--- config.mk ---
export PLATFORM = sky130hd
export DESIGN_NAME = drone_id_tlv_beacon_parser_flat
export DESIGN_NICKNAME = d
export VERILOG_FILES = /design/src/rtl/dtp_pkg.sv /design/src/rtl/dtp_byte_if.sv /design/src/rtl/dtp_result_if.sv /design/src/rtl/dtp_front.sv /design/src/rtl/dtp_queue.sv /design/src/rtl/dtp_back.sv /design/src/rtl/drone_id_tlv_beacon_parser.sv /design/src/flat_wrapper.sv
export VERILOG_INCLUDE_DIRS = /design/src /design/src/rtl
export SDC_FILE = /design/constraint.sdc
export NUM_CORES = 1
export LEC_CHECK = 0
export CAP_MARGIN = 20
export CORE_ASPECT_RATIO = 2
export CORE_MARGIN = 3
export CORE_UTILIZATION = 64
export DETAILED_ROUTE_END_ITERATION = 12
export DONT_BUFFER_PORTS = 1
export PLACE_DENSITY = 0.8
export SETUP_SLACK_MARGIN = 0.4
export SYNTH_ARGS = -nofsm -noshare
export SYNTH_HDL_FRONTEND = slang
export SYNTH_SLANG_ARGS = --single-unit
--- constraint.sdc ---
create_clock -name clk -period 14.2 [get_ports clk]
set_input_delay 2.13 -clock clk [delete_from_list [all_inputs] [get_ports clk]]
set_output_delay 2.13 -clock clk [all_outputs]
set_load 0.02 [all_outputs]
--- src/rtl/drone_id_tlv_beacon_parser_defines.svh ---
// ----------------------------------------------------------------------------
// Drone ID TLV beacon parser: assertion macros
// Shared concurrent assertion forms used by the RTL modules.
// ----------------------------------------------------------------------------
`ifndef DRONE_ID_TLV_BEACON_PARSER_DEFINES_SVH
`define DRONE_ID_TLV_BEACON_PARSER_DEFINES_SVH

// Condition must hold at every clock edge outside reset.
`define DTP_ASSERT_ALWAYS(label, clk, rst, cond) \
  label: assert property (@(posedge clk) disable iff (rst) (cond)) \
    else $error("assertion failed");

// Consequent must hold in the same cycle as the antecedent.
`define DTP_ASSERT_IMPLIES(label, clk, rst, ante, cons) \
  label: assert property (@(posedge clk) disable iff (rst) (ante) |-> (cons)) \
    else $error("assertion failed");

`endif

--- src/rtl/dtp_pkg.sv ---
// ----------------------------------------------------------------------------
// dtp_pkg
// Types and constants shared by the beacon parser front end, queue and back end.
// ----------------------------------------------------------------------------
package dtp_pkg;

  // frame layout
  localparam logic [8:0] FIRST_RECORD = 9'd6;
  localparam logic [8:0] LENGTH_BIAS  = 9'd2;

  // TLV tags carrying identifier strings
  localparam logic [7:0] TAG_OPERATOR = 8'd2;
  localparam logic [7:0] TAG_SERIAL   = 8'd3;

  // field store slots
  localparam int NUM_SLOTS = 8;
  localparam logic [2:0] SLOT_UAV_LAT   = 3'd0;
  localparam logic [2:0] SLOT_UAV_LON   = 3'd1;
  localparam logic [2:0] SLOT_ALT_MSL   = 3'd2;
  localparam logic [2:0] SLOT_HEIGHT    = 3'd3;
  localparam logic [2:0] SLOT_BASE_LAT  = 3'd4;
  localparam logic [2:0] SLOT_BASE_LON  = 3'd5;
  localparam logic [2:0] SLOT_SPEED     = 3'd6;
  localparam logic [2:0] SLOT_HEADING   = 3'd7;

  typedef enum logic [1:0] {
    KIND_OPERATOR = 2'd0,
    KIND_SERIAL   = 2'd1,
    KIND_SUMMARY  = 2'd2
  } kind_t;

  typedef enum logic [1:0] {
    ST_NONE,
    ST_CLEAR,
    ST_WRITE
  } store_op_t;

  // one classified input byte, as handed from front end to back end
  typedef struct packed {
    logic        clr_all;
    logic        has_char;
    kind_t       kind;
    logic [4:0]  char_index;
    logic [7:0]  data;
    store_op_t   st_op;
    logic [2:0]  slot;
    logic [1:0]  lane;
    logic        has_sum;
  } dtp_cmd_t;

endpackage

--- src/rtl/dtp_byte_if.sv ---
// ----------------------------------------------------------------------------
// dtp_byte_if
// Input channel: one beacon payload byte per item, valid/ready handshake.
// ----------------------------------------------------------------------------
interface dtp_byte_if;
  logic       valid;
  logic       ready;
  logic [7:0] data_byte;
  logic       frame_start;

  modport source (output valid, output data_byte, output frame_start, input ready);
  modport sink   (input valid, input data_byte, input frame_start, output ready);
endinterface

--- src/rtl/dtp_result_if.sv ---
// ----------------------------------------------------------------------------
// dtp_result_if
// Output channel: identifier characters and frame summaries, valid/ready.
// ----------------------------------------------------------------------------
interface dtp_result_if;
  logic               valid;
  logic               ready;
  logic [1:0]         kind;
  logic [4:0]         char_index;
  logic [7:0]         char_value;
  logic signed [31:0] uav_latitude;
  logic signed [31:0] uav_longitude;
  logic signed [15:0] sea_level_alt;
  logic signed [15:0] ground_height;
  logic signed [31:0] home_latitude;
  logic signed [31:0] home_longitude;
  logic [7:0]         ground_speed;
  logic [15:0]        course_heading;
  logic               last_of_run;

  modport source (
    output valid, output kind, output char_index, output char_value,
    output uav_latitude, output uav_longitude, output sea_level_alt, output ground_height,
    output home_latitude, output home_longitude, output ground_speed,
    output course_heading, output last_of_run, input ready
  );
  modport sink (
    input valid, input kind, input char_index, input char_value,
    input uav_latitude, input uav_longitude, input sea_level_alt, input ground_height,
    input home_latitude, input home_longitude, input ground_speed,
    input course_heading, input last_of_run, output ready
  );
endinterface

--- src/rtl/dtp_front.sv ---
// ----------------------------------------------------------------------------
// dtp_front
// Frame and TLV record tracking; turns each byte with a visible effect into one back end command.
// ----------------------------------------------------------------------------
module dtp_front import dtp_pkg::*; #(
  parameter int ID_CHARS = 20
) (
  input  logic           clk,
  input  logic           rst,
  dtp_byte_if.sink       beacon,
  input  logic           q_full,
  output logic           push,
  output dtp_cmd_t       push_cmd
);

  localparam logic [7:0] IdCharsW = 8'(ID_CHARS);

  typedef enum logic [1:0] {
    PH_TAG,
    PH_LEN,
    PH_VAL
  } phase_t;

  typedef struct packed {
    logic       valid;
    logic [2:0] slot;
    logic [2:0] width;
  } tag_info_t;

  function automatic tag_info_t tag_lookup(input logic [7:0] tag);
    tag_info_t r;
    r = '0;
    case (tag)
      8'd4:    r = '{1'b1, SLOT_UAV_LAT,  3'd4};
      8'd5:    r = '{1'b1, SLOT_UAV_LON,  3'd4};
      8'd6:    r = '{1'b1, SLOT_ALT_MSL,  3'd2};
      8'd7:    r = '{1'b1, SLOT_HEIGHT,   3'd2};
      8'd8:    r = '{1'b1, SLOT_BASE_LAT, 3'd4};
      8'd9:    r = '{1'b1, SLOT_BASE_LON, 3'd4};
      8'd10:   r = '{1'b1, SLOT_SPEED,    3'd1};
      8'd11:   r = '{1'b1, SLOT_HEADING,  3'd2};
      default: r = '0;
    endcase
    return r;
  endfunction

  logic [8:0] byte_position, byte_position_next;
  logic [8:0] frame_length, frame_length_next;
  logic [7:0] record_tag, record_tag_next;
  logic [7:0] record_remaining, record_remaining_next;
  phase_t     record_phase, record_phase_next;
  logic [7:0] value_byte_count, value_byte_count_next;

  // state as seen by this byte (frame start clears it first)
  logic [8:0] bp, fl;
  logic [7:0] tag, rem, cnt, b, rem_dec;
  phase_t     ph;
  logic       fs, accept, ignore;
  tag_info_t  info;
  dtp_cmd_t   cmd;

  assign beacon.ready = !q_full;
  assign accept       = beacon.valid && !q_full;

  always_comb begin
    fs   = beacon.frame_start;
    b    = beacon.data_byte;
    bp   = fs ? '0 : byte_position;
    fl   = fs ? '0 : frame_length;
    tag  = fs ? '0 : record_tag;
    rem  = fs ? '0 : record_remaining;
    ph   = fs ? PH_TAG : record_phase;
    cnt  = fs ? '0 : value_byte_count;
    info = tag_lookup(tag);
    rem_dec = rem - 8'd1;

    byte_position_next    = bp;
    frame_length_next     = fl;
    record_tag_next       = tag;
    record_remaining_next = rem;
    record_phase_next     = ph;
    value_byte_count_next = cnt;

    cmd         = '0;
    cmd.kind    = KIND_OPERATOR;
    cmd.st_op   = ST_NONE;
    cmd.clr_all = fs;
    cmd.data    = b;

    ignore = (bp >= 9'd2) && (bp >= fl);

    if (!ignore) begin
      if (bp == 9'd1) begin
        frame_length_next = {1'b0, b} + LENGTH_BIAS;
      end else if (bp >= FIRST_RECORD) begin
        case (ph)
          PH_TAG: begin
            record_tag_next   = b;
            record_phase_next = PH_LEN;
          end
          PH_LEN: begin
            if (info.valid) begin
              cmd.st_op = ST_CLEAR;
              cmd.slot  = info.slot;
            end
            record_remaining_next = b;
            value_byte_count_next = '0;
            record_phase_next     = (b == 8'd0) ? PH_TAG : PH_VAL;
          end
          PH_VAL: begin
            if ((tag == TAG_OPERATOR || tag == TAG_SERIAL) && cnt < IdCharsW) begin
              cmd.has_char   = 1'b1;
              cmd.kind       = (tag == TAG_OPERATOR) ? KIND_OPERATOR : KIND_SERIAL;
              cmd.char_index = cnt[4:0];
            end
            if (info.valid && cnt < {5'd0, info.width}) begin
              cmd.st_op = ST_WRITE;
              cmd.slot  = info.slot;
              cmd.lane  = 2'(info.width - 3'd1 - cnt[2:0]);
            end
            if (cnt != 8'hFF) value_byte_count_next = cnt + 8'd1;
            record_remaining_next = rem_dec;
            if (rem_dec == 8'd0) record_phase_next = PH_TAG;
          end
          default: record_phase_next = PH_TAG;
        endcase
      end
      // length byte 0 ends the frame on the length byte itself
      cmd.has_sum = (bp >= 9'd1) && ({1'b0, bp} + 10'd1 == {1'b0, frame_length_next});
      byte_position_next = bp + 9'd1;
    end
  end

  // only bytes with a visible effect go to the back end
  assign push     = accept && (cmd.clr_all || cmd.has_char || cmd.has_sum ||
                               cmd.st_op != ST_NONE);
  assign push_cmd = cmd;

  always_ff @(posedge clk) begin
    if (rst) begin
      byte_position    <= '0;
      frame_length     <= '0;
      record_tag       <= '0;
      record_remaining <= '0;
      record_phase     <= PH_TAG;
      value_byte_count <= '0;
    end else if (accept) begin
      byte_position    <= byte_position_next;
      frame_length     <= frame_length_next;
      record_tag       <= record_tag_next;
      record_remaining <= record_remaining_next;
      record_phase     <= record_phase_next;
      value_byte_count <= value_byte_count_next;
    end
  end

endmodule

--- src/rtl/dtp_queue.sv ---
// ----------------------------------------------------------------------------
// dtp_queue
// Small register FIFO of commands between front end and back end.
// ----------------------------------------------------------------------------
`include "drone_id_tlv_beacon_parser_defines.svh"

module dtp_queue import dtp_pkg::*; #(
  parameter int DEPTH = 4
) (
  input  logic     clk,
  input  logic     rst,
  input  logic     push,
  input  dtp_cmd_t push_cmd,
  output logic     full,
  input  logic     pop,
  output dtp_cmd_t head_cmd,
  output logic     empty
);

  localparam int PtrW = $clog2(DEPTH);
  localparam int CntW = $clog2(DEPTH + 1);
  localparam logic [PtrW-1:0] LastPtr = PtrW'(DEPTH - 1);
  localparam logic [CntW-1:0] DepthC  = CntW'(DEPTH);

  dtp_cmd_t        slots [DEPTH];
  logic [PtrW-1:0] wr_ptr, rd_ptr;
  logic [CntW-1:0] count;

  assign full     = (count == DepthC);
  assign empty    = (count == '0);
  assign head_cmd = slots[rd_ptr];

  always_ff @(posedge clk) begin
    if (rst) begin
      wr_ptr <= '0;
      rd_ptr <= '0;
      count  <= '0;
    end else begin
      if (push) wr_ptr <= (wr_ptr == LastPtr) ? '0 : wr_ptr + 1'b1;
      if (pop)  rd_ptr <= (rd_ptr == LastPtr) ? '0 : rd_ptr + 1'b1;
      if (push && !pop)      count <= count + 1'b1;
      else if (pop && !push) count <= count - 1'b1;
    end
  end

  always_ff @(posedge clk) begin
    if (push) slots[wr_ptr] <= push_cmd;
  end

  `DTP_ASSERT_IMPLIES(a_no_overflow, clk, rst, push, !full)
  `DTP_ASSERT_IMPLIES(a_no_underflow, clk, rst, pop, !empty)

endmodule

--- src/rtl/dtp_back.sv ---
// ----------------------------------------------------------------------------
// dtp_back
// Applies field store updates in order and emits character and summary items.
// ----------------------------------------------------------------------------
`include "drone_id_tlv_beacon_parser_defines.svh"

module dtp_back import dtp_pkg::*; (
  input  logic       clk,
  input  logic       rst,
  input  dtp_cmd_t   head_cmd,
  input  logic       q_empty,
  output logic       pop,
  dtp_result_if.source result
);

  logic [31:0] store [NUM_SLOTS];
  logic [31:0] store_next [NUM_SLOTS];

  logic head_valid, can_load, retire, load, load_sum, last;
  logic phase, phase_next;    // 1: character sent, summary still due
  logic res_valid;

  assign head_valid = !q_empty;
  assign can_load   = !res_valid || result.ready;

  // store contents once the head command has been applied
  always_comb begin
    for (int i = 0; i < NUM_SLOTS; i++) begin
      store_next[i] = store[i];
      if (head_cmd.clr_all) begin
        store_next[i] = '0;
      end else if (head_cmd.slot == 3'(i)) begin
        if (head_cmd.st_op == ST_CLEAR) begin
          store_next[i] = '0;
        end else if (head_cmd.st_op == ST_WRITE) begin
          store_next[i][{head_cmd.lane, 3'b000} +: 8] = head_cmd.data;
        end
      end
    end
  end

  always_comb begin
    retire     = 1'b0;
    load       = 1'b0;
    load_sum   = 1'b0;
    last       = 1'b0;
    phase_next = phase;
    if (head_valid) begin
      if (!head_cmd.has_char && !head_cmd.has_sum) begin
        retire = 1'b1;
      end else if (can_load) begin
        load = 1'b1;
        if (head_cmd.has_char && !phase) begin
          last = !head_cmd.has_sum;
          if (head_cmd.has_sum) phase_next = 1'b1;
          else                  retire = 1'b1;
        end else begin
          load_sum   = 1'b1;
          last       = 1'b1;
          retire     = 1'b1;
          phase_next = 1'b0;
        end
      end
    end
  end

  assign pop = retire;

  always_ff @(posedge clk) begin
    if (rst) begin
      res_valid <= 1'b0;
      phase     <= 1'b0;
      for (int i = 0; i < NUM_SLOTS; i++) store[i] <= '0;
    end else begin
      phase <= phase_next;
      if (retire) begin
        for (int i = 0; i < NUM_SLOTS; i++) store[i] <= store_next[i];
      end
      if (load)              res_valid <= 1'b1;
      else if (result.ready) res_valid <= 1'b0;
    end
  end

  always_ff @(posedge clk) begin
    if (load) begin
      result.kind           <= load_sum ? KIND_SUMMARY : head_cmd.kind;
      result.char_index     <= load_sum ? 5'd0 : head_cmd.char_index;
      result.char_value     <= load_sum ? 8'd0 : head_cmd.data;
      result.uav_latitude   <= load_sum ? store_next[SLOT_UAV_LAT] : '0;
      result.uav_longitude  <= load_sum ? store_next[SLOT_UAV_LON] : '0;
      result.sea_level_alt  <= load_sum ? store_next[SLOT_ALT_MSL][15:0] : '0;
      result.ground_height  <= load_sum ? store_next[SLOT_HEIGHT][15:0] : '0;
      result.home_latitude  <= load_sum ? store_next[SLOT_BASE_LAT] : '0;
      result.home_longitude <= load_sum ? store_next[SLOT_BASE_LON] : '0;
      result.ground_speed   <= load_sum ? store_next[SLOT_SPEED][7:0] : '0;
      result.course_heading <= load_sum ? store_next[SLOT_HEADING][15:0] : '0;
      result.last_of_run    <= last;
    end
  end

  assign result.valid = res_valid;

  `DTP_ASSERT_IMPLIES(a_phase_has_head, clk, rst, phase, head_valid && head_cmd.has_sum)
  `DTP_ASSERT_IMPLIES(a_summary_last, clk, rst, result.valid && result.kind == KIND_SUMMARY,
    result.last_of_run)

endmodule

--- src/rtl/drone_id_tlv_beacon_parser.sv ---
// ----------------------------------------------------------------------------
// drone_id_tlv_beacon_parser
// An accepted byte with a visible effect is written into the command queue and then
// loaded into the output register before its first result is valid.
// Throughput: one byte per cycle while the command queue is not full; a byte
// with a character and a summary holds the output register for both items.
// Reset: synchronous, clears frame tracking, queue, field stores and output.
// ----------------------------------------------------------------------------
//
// Structure:
//   dtp_front  - tracks byte position, frame length and TLV record phase.
//                Each byte with a visible effect becomes one command: frame
//                clear, field clear or byte write, identifier character,
//                summary request.
//   dtp_queue  - QUEUE_DEPTH (default 4) commands deep, so the front keeps taking bytes while
//                the output side is stalled.
//   dtp_back   - owns the field stores, applies updates in command order,
//                and drives the registered result channel. A summary sees
//                the stores with its own byte's update applied.
//
// Bytes after the frame end and header bytes produce no command unless they
// start a frame or are its last byte.

module drone_id_tlv_beacon_parser import dtp_pkg::*; #(
  parameter int ID_CHARS    = 20,
  parameter int QUEUE_DEPTH = 4
) (
  input  logic         clk,
  input  logic         rst,
  dtp_byte_if.sink     beacon,
  dtp_result_if.source result
);

  logic     push, pop, q_full, q_empty;
  dtp_cmd_t push_cmd, head_cmd;

  dtp_front #(
    .ID_CHARS (ID_CHARS)
  ) u_front (
    .clk      (clk),
    .rst      (rst),
    .beacon   (beacon),
    .q_full   (q_full),
    .push     (push),
    .push_cmd (push_cmd)
  );

  dtp_queue #(
    .DEPTH (QUEUE_DEPTH)
  ) u_queue (
    .clk      (clk),
    .rst      (rst),
    .push     (push),
    .push_cmd (push_cmd),
    .full     (q_full),
    .pop      (pop),
    .head_cmd (head_cmd),
    .empty    (q_empty)
  );

  dtp_back u_back (
    .clk      (clk),
    .rst      (rst),
    .head_cmd (head_cmd),
    .q_empty  (q_empty),
    .pop      (pop),
    .result   (result)
  );

endmodule
--- src/flat_wrapper.sv ---
// flat-port wrapper written by rule: the top's interface ports become plain ports
module drone_id_tlv_beacon_parser_flat import dtp_pkg::*;
#(
  parameter int ID_CHARS    = 20,
  parameter int QUEUE_DEPTH = 4
)
  (clk, rst, beacon_valid, beacon_data_byte, beacon_frame_start, beacon_ready, result_valid, result_kind, result_char_index, result_char_value, result_uav_latitude, result_uav_longitude, result_sea_level_alt, result_ground_height, result_home_latitude, result_home_longitude, result_ground_speed, result_course_heading, result_last_of_run, result_ready);
  dtp_byte_if beacon_i ();
  dtp_result_if result_i ();
  input  logic clk;
  input  logic rst;
  input wire logic [$bits(beacon_i.valid)-1:0] beacon_valid;
  input wire logic [$bits(beacon_i.data_byte)-1:0] beacon_data_byte;
  input wire logic [$bits(beacon_i.frame_start)-1:0] beacon_frame_start;
  output wire logic [$bits(beacon_i.ready)-1:0] beacon_ready;
  output wire logic [$bits(result_i.valid)-1:0] result_valid;
  output wire logic [$bits(result_i.kind)-1:0] result_kind;
  output wire logic [$bits(result_i.char_index)-1:0] result_char_index;
  output wire logic [$bits(result_i.char_value)-1:0] result_char_value;
  output wire logic [$bits(result_i.uav_latitude)-1:0] result_uav_latitude;
  output wire logic [$bits(result_i.uav_longitude)-1:0] result_uav_longitude;
  output wire logic [$bits(result_i.sea_level_alt)-1:0] result_sea_level_alt;
  output wire logic [$bits(result_i.ground_height)-1:0] result_ground_height;
  output wire logic [$bits(result_i.home_latitude)-1:0] result_home_latitude;
  output wire logic [$bits(result_i.home_longitude)-1:0] result_home_longitude;
  output wire logic [$bits(result_i.ground_speed)-1:0] result_ground_speed;
  output wire logic [$bits(result_i.course_heading)-1:0] result_course_heading;
  output wire logic [$bits(result_i.last_of_run)-1:0] result_last_of_run;
  input wire logic [$bits(result_i.ready)-1:0] result_ready;
  assign beacon_i.valid = beacon_valid;
  assign beacon_i.data_byte = beacon_data_byte;
  assign beacon_i.frame_start = beacon_frame_start;
  assign beacon_ready = beacon_i.ready;
  assign result_valid = result_i.valid;
  assign result_kind = result_i.kind;
  assign result_char_index = result_i.char_index;
  assign result_char_value = result_i.char_value;
  assign result_uav_latitude = result_i.uav_latitude;
  assign result_uav_longitude = result_i.uav_longitude;
  assign result_sea_level_alt = result_i.sea_level_alt;
  assign result_ground_height = result_i.ground_height;
  assign result_home_latitude = result_i.home_latitude;
  assign result_home_longitude = result_i.home_longitude;
  assign result_ground_speed = result_i.ground_speed;
  assign result_course_heading = result_i.course_heading;
  assign result_last_of_run = result_i.last_of_run;
  assign result_i.ready = result_ready;
  drone_id_tlv_beacon_parser #(.ID_CHARS(ID_CHARS), .QUEUE_DEPTH(QUEUE_DEPTH)) u_core (.clk(clk), .rst(rst), .beacon(beacon_i), .result(result_i));
endmodule
# After elaboration in Yosys (flattened, before gate mapping)
# Memories as Yosys holds them, arrays and structs flattened. A register that Yosys moved wholly into a read port is not among the register bits.
# Cells that the tools add are included.
[totals]
wordCells = 231
input_bits = 13
memories = 3
mem_bits_rw = 356
rom_bits = 112
out_inout_bits = 202
reg_bits = 253
[memory_table]
columns = ["memory", "words", "width", "rd", "rd_clocked_by_memory_dff", "wr", "line_no", "rtl"]
rows = [
  ["u_core.u_back.store", 8, 32, 8, 0, 8, "dtp_back.sv:16", "logic [31:0] store [NUM_SLOTS];"],
  ["(no name shown)", 16, 7, 1, 0, 0, "dtp_front.sv:33", "case (tag)"],
  ["u_core.u_queue.slots", 4, 25, 1, 1, 1, "dtp_queue.sv:25", "dtp_cmd_t slots [DEPTH];"],
]
[op_classes]
magnitude_cmp = 6
mux = 121
bitwise = 11
n_shift = 2
addsub = 12
n_eq_ne = 20
reduce_logical = 33
[op_table]
columns = ["operator", "count"]
rows = [
  ["2-to-1 mux 32 bit", 40],
  ["bitwise mux 32 bit", 8],
  ["2-to-1 mux 8 bit", 20],
  ["2-to-1 mux 9 bit", 6],
  ["case mux 8 bit (2 select lines)", 2],
  ["variable shift 8 x 7 -> 32 bit, first input constant", 1],
  ["variable part select 8 x 7 -> 32 bit", 1],
  ["2-to-1 mux 7 bit", 4],
  ["2-to-1 mux 1 bit", 25],
  ["2-to-1 mux 2 bit", 11],
  ["== test 8 x 2 -> 1 bit, second input constant", 2],
  ["zero test 8 bit", 2],
  ["== test 3 bit, second input constant", 5],
  ["adder 9 x 1 -> 10 bit, second input constant", 1],
  ["== test 10 x 9 -> 1 bit", 1],
  ["logical AND 1 bit", 10],
  ["case mux 5 bit (2 select lines)", 1],
  ["adder 8 x 2 -> 9 bit, second input constant", 1],
  ["adder 9 x 1 -> 9 bit, second input constant", 1],
  ["== test 9 x 1 -> 1 bit, second input constant", 1],
  [">= comparator 9 x 1 -> 1 bit, second input constant", 1],
  [">= comparator 9 x 2 -> 1 bit, second input constant", 1],
  [">= comparator 9 x 3 -> 1 bit, second input constant", 1],
  [">= comparator 9 bit", 1],
  ["29 further kinds", 58],
]

# Logic depth before layout (Yosys ltp)
[logic_depth]
word_depth = 17
depth_mapped = 21

# Modules after synthesis
# From an unflattened synthesis, not the netlist that was laid out.
[hier_totals]
cells_unflattened = 1924
area_unflattened_um2 = 24686.2
[modules_own_cells]
columns = ["mod", "instances", "area_per_inst_um2", "cells_each"]
rows = [
  ["dtp_back", 1, 16797.4, 1250],
  ["dtp_queue", 1, 4091.4, 175],
  ["dtp_front", 1, 3797.4, 499],
]

# Worst setup path before layout
# Ideal clock, no wire load.
[synth_path]
kind = "input -> register"
from = "input port result_ready"
to = "register u_core.u_back.phase"
arrival_ps = 11275
t_required_ps = 14069
setup_slack_ps = 2795
setup_ps = 131
stages = 4
cell_sequence = "nor2b_1 > nor2_1 > mux2i_1 > nor2_1"
[synth_between]
elab_chain_len = 2
[synth_rtl]
columns = ["element", "line_no", "rtl"]
rows = [
  ["start, declared", "flat_wrapper.sv:29", "input wire logic [$bits(result_i.ready)-1:0] result_ready;"],
  ["logical OR 1 bit", "dtp_back.sv:24", "assign can_load = !res_valid || result.ready;"],
  ["AND reduction 4 bit (no source line)", "--", ""],
  ["end signal, assigned", "dtp_back.sv:75", "phase <= phase_next;"],
  ["end, declared", "dtp_back.sv:20", "logic phase, phase_next;"],
]
# No other way between the ends.
# A chain may end at the register's enable or synchronous reset.

# Worst setup path after layout
[layout_path]
from = "input port beacon_frame_start"
to = "register u_core.u_queue.count[2]"
[layout_between]
elab_chain_len = 16
word_cells_on_any_way = 49
cone_classes = "add/sub (1); order compare (6); eq/ne (6); mux (20); reduce/logical (15); memory (1)"
[layout_rtl]
columns = ["element", "line_no", "rtl"]
rows = [
  ["start, declared", "flat_wrapper.sv:14", "input wire logic [$bits(beacon_i.frame_start)-1:0] beacon_frame_start;"],
  ["2-to-1 mux 8 bit", "dtp_front.sv:70", "tag = fs ? '0 : record_tag;"],
  ["memory read (16 x 7 bit), or another cell as far along", "--", ""],
  ["2-to-1 mux 7 bit / logical OR 1 bit (equally long branches)", "dtp_front.sv:33, dtp_front.sv:111", ""],
  ["< comparator 8 x 3 -> 1 bit / logical AND 1 bit (equally long branches)", "dtp_front.sv:116, dtp_front.sv:111", ""],
  ["logical AND 1 bit / 2-to-1 mux 8 bit (equally long branches)", "dtp_front.sv:116, dtp_front.sv:111", ""],
  ["2-to-1 mux 7 bit / 2-to-1 mux 8 bit (equally long branches)", "dtp_front.sv:116, dtp_front.sv:96", ""],
  ["case mux 5 bit (2 select lines) / 2-to-1 mux 8 bit (equally long branches)", "dtp_front.sv:96, dtp_front.sv:95", ""],
  ["2-to-1 mux 7 bit / 2-to-1 mux 8 bit (equally long branches)", "dtp_front.sv:95, dtp_front.sv:93", ""],
  ["2-to-1 mux 7 bit / 2-to-1 mux 8 bit (equally long branches)", "dtp_front.sv:93, dtp_front.sv:92", ""],
  ["2-to-1 mux 8 bit / logical OR 1 bit (equally long branches)", "dtp_front.sv:92, dtp_front.sv:135", ""],
  ["nonzero test 2 bit / logical OR 1 bit (equally long branches)", "dtp_front.sv:136, dtp_front.sv:135", ""],
  ["logical OR 1 bit *", "dtp_front.sv:135", "assign push = accept && (cmd.clr_all || cmd.has_char || cmd.has_sum ||"],
  ["logical AND 1 bit *", "dtp_front.sv:135", ""],
  ["named net u_core.push", "drone_id_tlv_beacon_parser.sv:34", "logic push, pop, q_full, q_empty;"],
  ["zero test 1 bit", "dtp_queue.sv:42", "else if (pop && !push) count <= count - 1'b1;"],
  ["logical AND 1 bit", "dtp_queue.sv:42", ""],
  ["nonzero test 2 bit (no source line)", "--", ""],
  ["end signal, assigned", "dtp_queue.sv:41", "if (push && !pop) count <= count + 1'b1;"],
  ["end signal, assigned", "dtp_queue.sv:42", ""],
  ["end, declared", "dtp_queue.sv:27", "logic [CntW-1:0] count;"],
]
# Mark *: on every way through the listed nets, which the timed path passes. The rest lies on a longest branch. The select of a mux whose other input is x is not followed.

==> results.sh <==
export IMPL_outcome="complete, no violations"
export IMPL_setup_tns_ns=0
export IMPL_comb_power_share=0.249
export IMPL_synthesis_nets=2009
export IMPL_crit_path_end_kind="flip-flop"
export IMPL_cts_resized=0
export IMPL_layout_cells_most_common="edfxtp_1"
export IMPL_finalNetCount=1958
export IMPL_io_buffers=0
export IMPL_regToRegStartpoint="u_core.u_front.byte_position[0]"
export IMPL_rsz0062_at_grt="false"
export IMPL_dpl_cell_area_um2=24000
export IMPL_ctsHoldBuffers=0
export IMPL_drv_slew=0
export IMPL_post_place_ws_ns=7.29
export IMPL_ys_seq_area_frac=0.653
export IMPL_drv_cap=0
export IMPL_cts_tree="done"
export IMPL_finalCritPeriodShare=0.448
export IMPL_synthCells=1959
export IMPL_synth_largest_area_cell="edfxtp_1"
export IMPL_wire_per_inst_um=24.8
export IMPL_critPathRequiredTime_ns=14.68
export IMPL_switching_share=0.377
export IMPL_mostFrequentLayoutCells="edfxtp_1, nor2_1, nand2_1, o2bb2ai_1, a22oi_1"
export IMPL_route_detailed_drc=0
export IMPL_design_portCount=215
export IMPL_place_hpwl_um=39800
export IMPL_postRouteAntennaNets=0
export IMPL_yosys_top_cells_area="edfxtp_1, nor2_1, dfxtp_1, o2bb2ai_1, nand2_1"
export IMPL_setup_viol=0
export IMPL_r2r_slack_ns=8.92
export IMPL_cts_clk_slew_worst_paths_ns=0.07
export IMPL_fin_skew_ns=0.0285
export IMPL_antenna_found_initial=0
export IMPL_fin_area_um2=25500
export IMPL_viasPerCell=6.71
export IMPL_yosysTopAreaCellShare=0.606
export IMPL_p_leak_nw=8.62
export IMPL_diodes=0
export IMPL_grt_overflow=0
export IMPL_clk_path_buf_depth=3
export IMPL_utilization=0.698
export IMPL_initial_core_util=0.651
export IMPL_worst_setup_path_type="input pin to flip-flop"
export IMPL_core_um2=36500
export IMPL_power_density_nw_per_um2=221
export IMPL_clockRootBuffer="clkbuf_16"
export IMPL_synth_edf_count=480
export IMPL_start_kind="input pin"
export IMPL_p_clk_frac=0.221
export IMPL_fin_crit_ns=6.36
export IMPL_htree_levels=2
export IMPL_cts_sinks=535
export IMPL_p_switching_w=0.00212
export IMPL_r2r_end="u_core.u_queue.count[2]"
export IMPL_die_area_um2=39600
export IMPL_worst_pin_slew_ns=1.25
export IMPL_insertion_delay_ns=0.57
export IMPL_grt_pass1_wl_um=90200
export IMPL_ir_drop_uv=234
export IMPL_worstPathArrival_ns=6.83
export IMPL_die_y_um=279
export IMPL_numCtsBuffers=44
export IMPL_max_slew_margin=0.167
export IMPL_grt_max_degree=202
export IMPL_synthFlopType="edfxtp_1"
export IMPL_gp_congestion=0.899
export IMPL_ys_seq_elements=535
export IMPL_async_reset_ff_frac=0
export IMPL_finalHoldViolations=0
export IMPL_p_int_w=0.00350
export IMPL_cts_setup_buffers=0
export IMPL_first_iter_violations=1725
export IMPL_crit_path_max_fanout=55
export IMPL_first_pass_iters=6
export IMPL_area_growth_pct=7.26
export IMPL_final_layout_size_suffix_gt1_frac=0.0684
export IMPL_hp_start="u_core.u_front.record_tag[7]"
export IMPL_worst_slack_ns=7.84
export IMPL_die_width_um=142
export IMPL_gr_usage_all_layers=0.294
export IMPL_num_rows=99
export IMPL_hp_class="flip-flop to flip-flop"
export IMPL_synth_cell_types=73
export IMPL_grt_pass1_vias=15600
export IMPL_synth_yosys_warnings=0
export IMPL_holdPathStages=1
export IMPL_min_to="u_core.u_front.record_tag[7]"
export IMPL_drt_total_wl_um=59400
export IMPL_vias=16100
export IMPL_r2r_cells=16
export IMPL_seq_power_share=0.530
export IMPL_fmax_mhz=157
export IMPL_netlist_area_um2=23800
export IMPL_syn_area_per_cell_um2=12.1
area by class of cell:
class / instances / area, µm²
flip-flops and latches: 535 / 15500
well taps: 454 / 568
fillers: 2405 / 11000
inverters: 38 / 143
multi-input cells: 1272 / 7640
clock inverters: 25 / 267
clock buffers: 57 / 1210
repair buffers: 17 / 153
logic make-up after synthesis:
kind of cell,after synthesis,share of synthesized area
muxes,34,0.0266
adders and majority gates,37,0.0198
xor gates and xnor gates,18,0.00663
and+or+nand+nor,831,0.153
DFF,535,0.653
AOI/OAI and AO/OA,352,0.114
buffers and inverters,152,0.0282
state kept, by name (all words and copies together) (netlist names), 3 cells and up, named ones only:
name,count
u_core.u_back.store,184
u_core.u_back.result.uav_longitude,32
u_core.u_back.result.uav_latitude,32
u_core.u_queue.slots,96
u_core.u_back.result.ground_height,16
u_core.u_back.result.course_heading,16
u_core.u_front.record_tag,8
u_core.u_back.result.char_value,8
u_core.u_front.frame_length,9
u_core.u_back.result.ground_speed,8
u_core.u_queue.count,3
u_core.u_front.value_byte_count,8
u_core.u_back.result.char_index,5
u_core.u_front.byte_position,9
u_core.u_back.result.home_longitude,32
u_core.u_back.result.home_latitude,32
u_core.u_front.record_remaining,8
u_core.u_back.result.sea_level_alt,16
critical path: stages:
cell,delay (ns)
inv_1,0.05
buf_4,0.34
nand2_1,0.16
ha_1,0.29
a2111oi_0,0.92
nand4b_1,0.30
a21oi_1,0.22
nor3_1,0.41
nand3_1,0.31
a21oi_1,0.27
ha_1,0.24
inv_1,0.07
fa_1,0.45
xor2_1,0.18
or3_1,0.31
a21oi_1,0.16
routing by layer:
metal,vias to the layer above,GRT usage,share of wire
li1,7122,-,-
met1,7809,0.330,0.33
met4,0,0.174,0.069
met3,213,0.0487,0.077
met2,938,0.521,0.53
met5,-,0,0
synthesized netlist by cell type, drive strengths merged, types with 21 or more instances:
library cell / n
clkbuf: 77
nor2: 420
o21ai: 24
nor3: 21
ha: 36
a22oi: 81
buf: 37
edfxtp: 480
dfxtp: 55
a21oi: 39
nand2: 229
inv: 38
and2: 39
o2bb2ai: 125
mux4: 23
worst max-delay path by stage:
stage                  startpoint                       to  slack, ns  cells past startpoint
6_report       beacon_frame_start  u_core.u_queue.count[2]       7.84                     16
3_3_place_gp   beacon_frame_start  u_core.u_queue.count[2]       7.44                     16
3_5_place_dp   beacon_frame_start  u_core.u_queue.count[2]       7.29                     16
4_1_cts        beacon_frame_start  u_core.u_queue.count[2]       7.83                     16
5_1_grt        beacon_frame_start  u_core.u_queue.count[2]       7.61                     16
2_1_floorplan        result_ready      u_core.u_back.phase       2.79                      4
per-stage QoR:
step	instances	hold WS (ns)	power (W)
2_1_floorplan	1959	0.434	0.00410
3_3_place_gp	2313	0.449	0.00434
3_5_place_dp	2315	0.456	0.00439
4_1_cts	2397	0.475	0.00562
5_1_grt	2398	0.500	0.00585
6_report	2398	0.478	0.00562
power groups by stage:
stage	sequential [W]	clock (W)	combinational (W)
finish	0.00298	0.00124	0.00140
global route	0.00302	0.00131	0.00152
CTS	0.00299	0.00125	0.00139
detailed placement	0.00301	0	0.00137
global placement	0.00300	0	0.00134
floorplan	0.00307	0	0.00104
No activity file was read; power rests on OpenSTA's default activity.
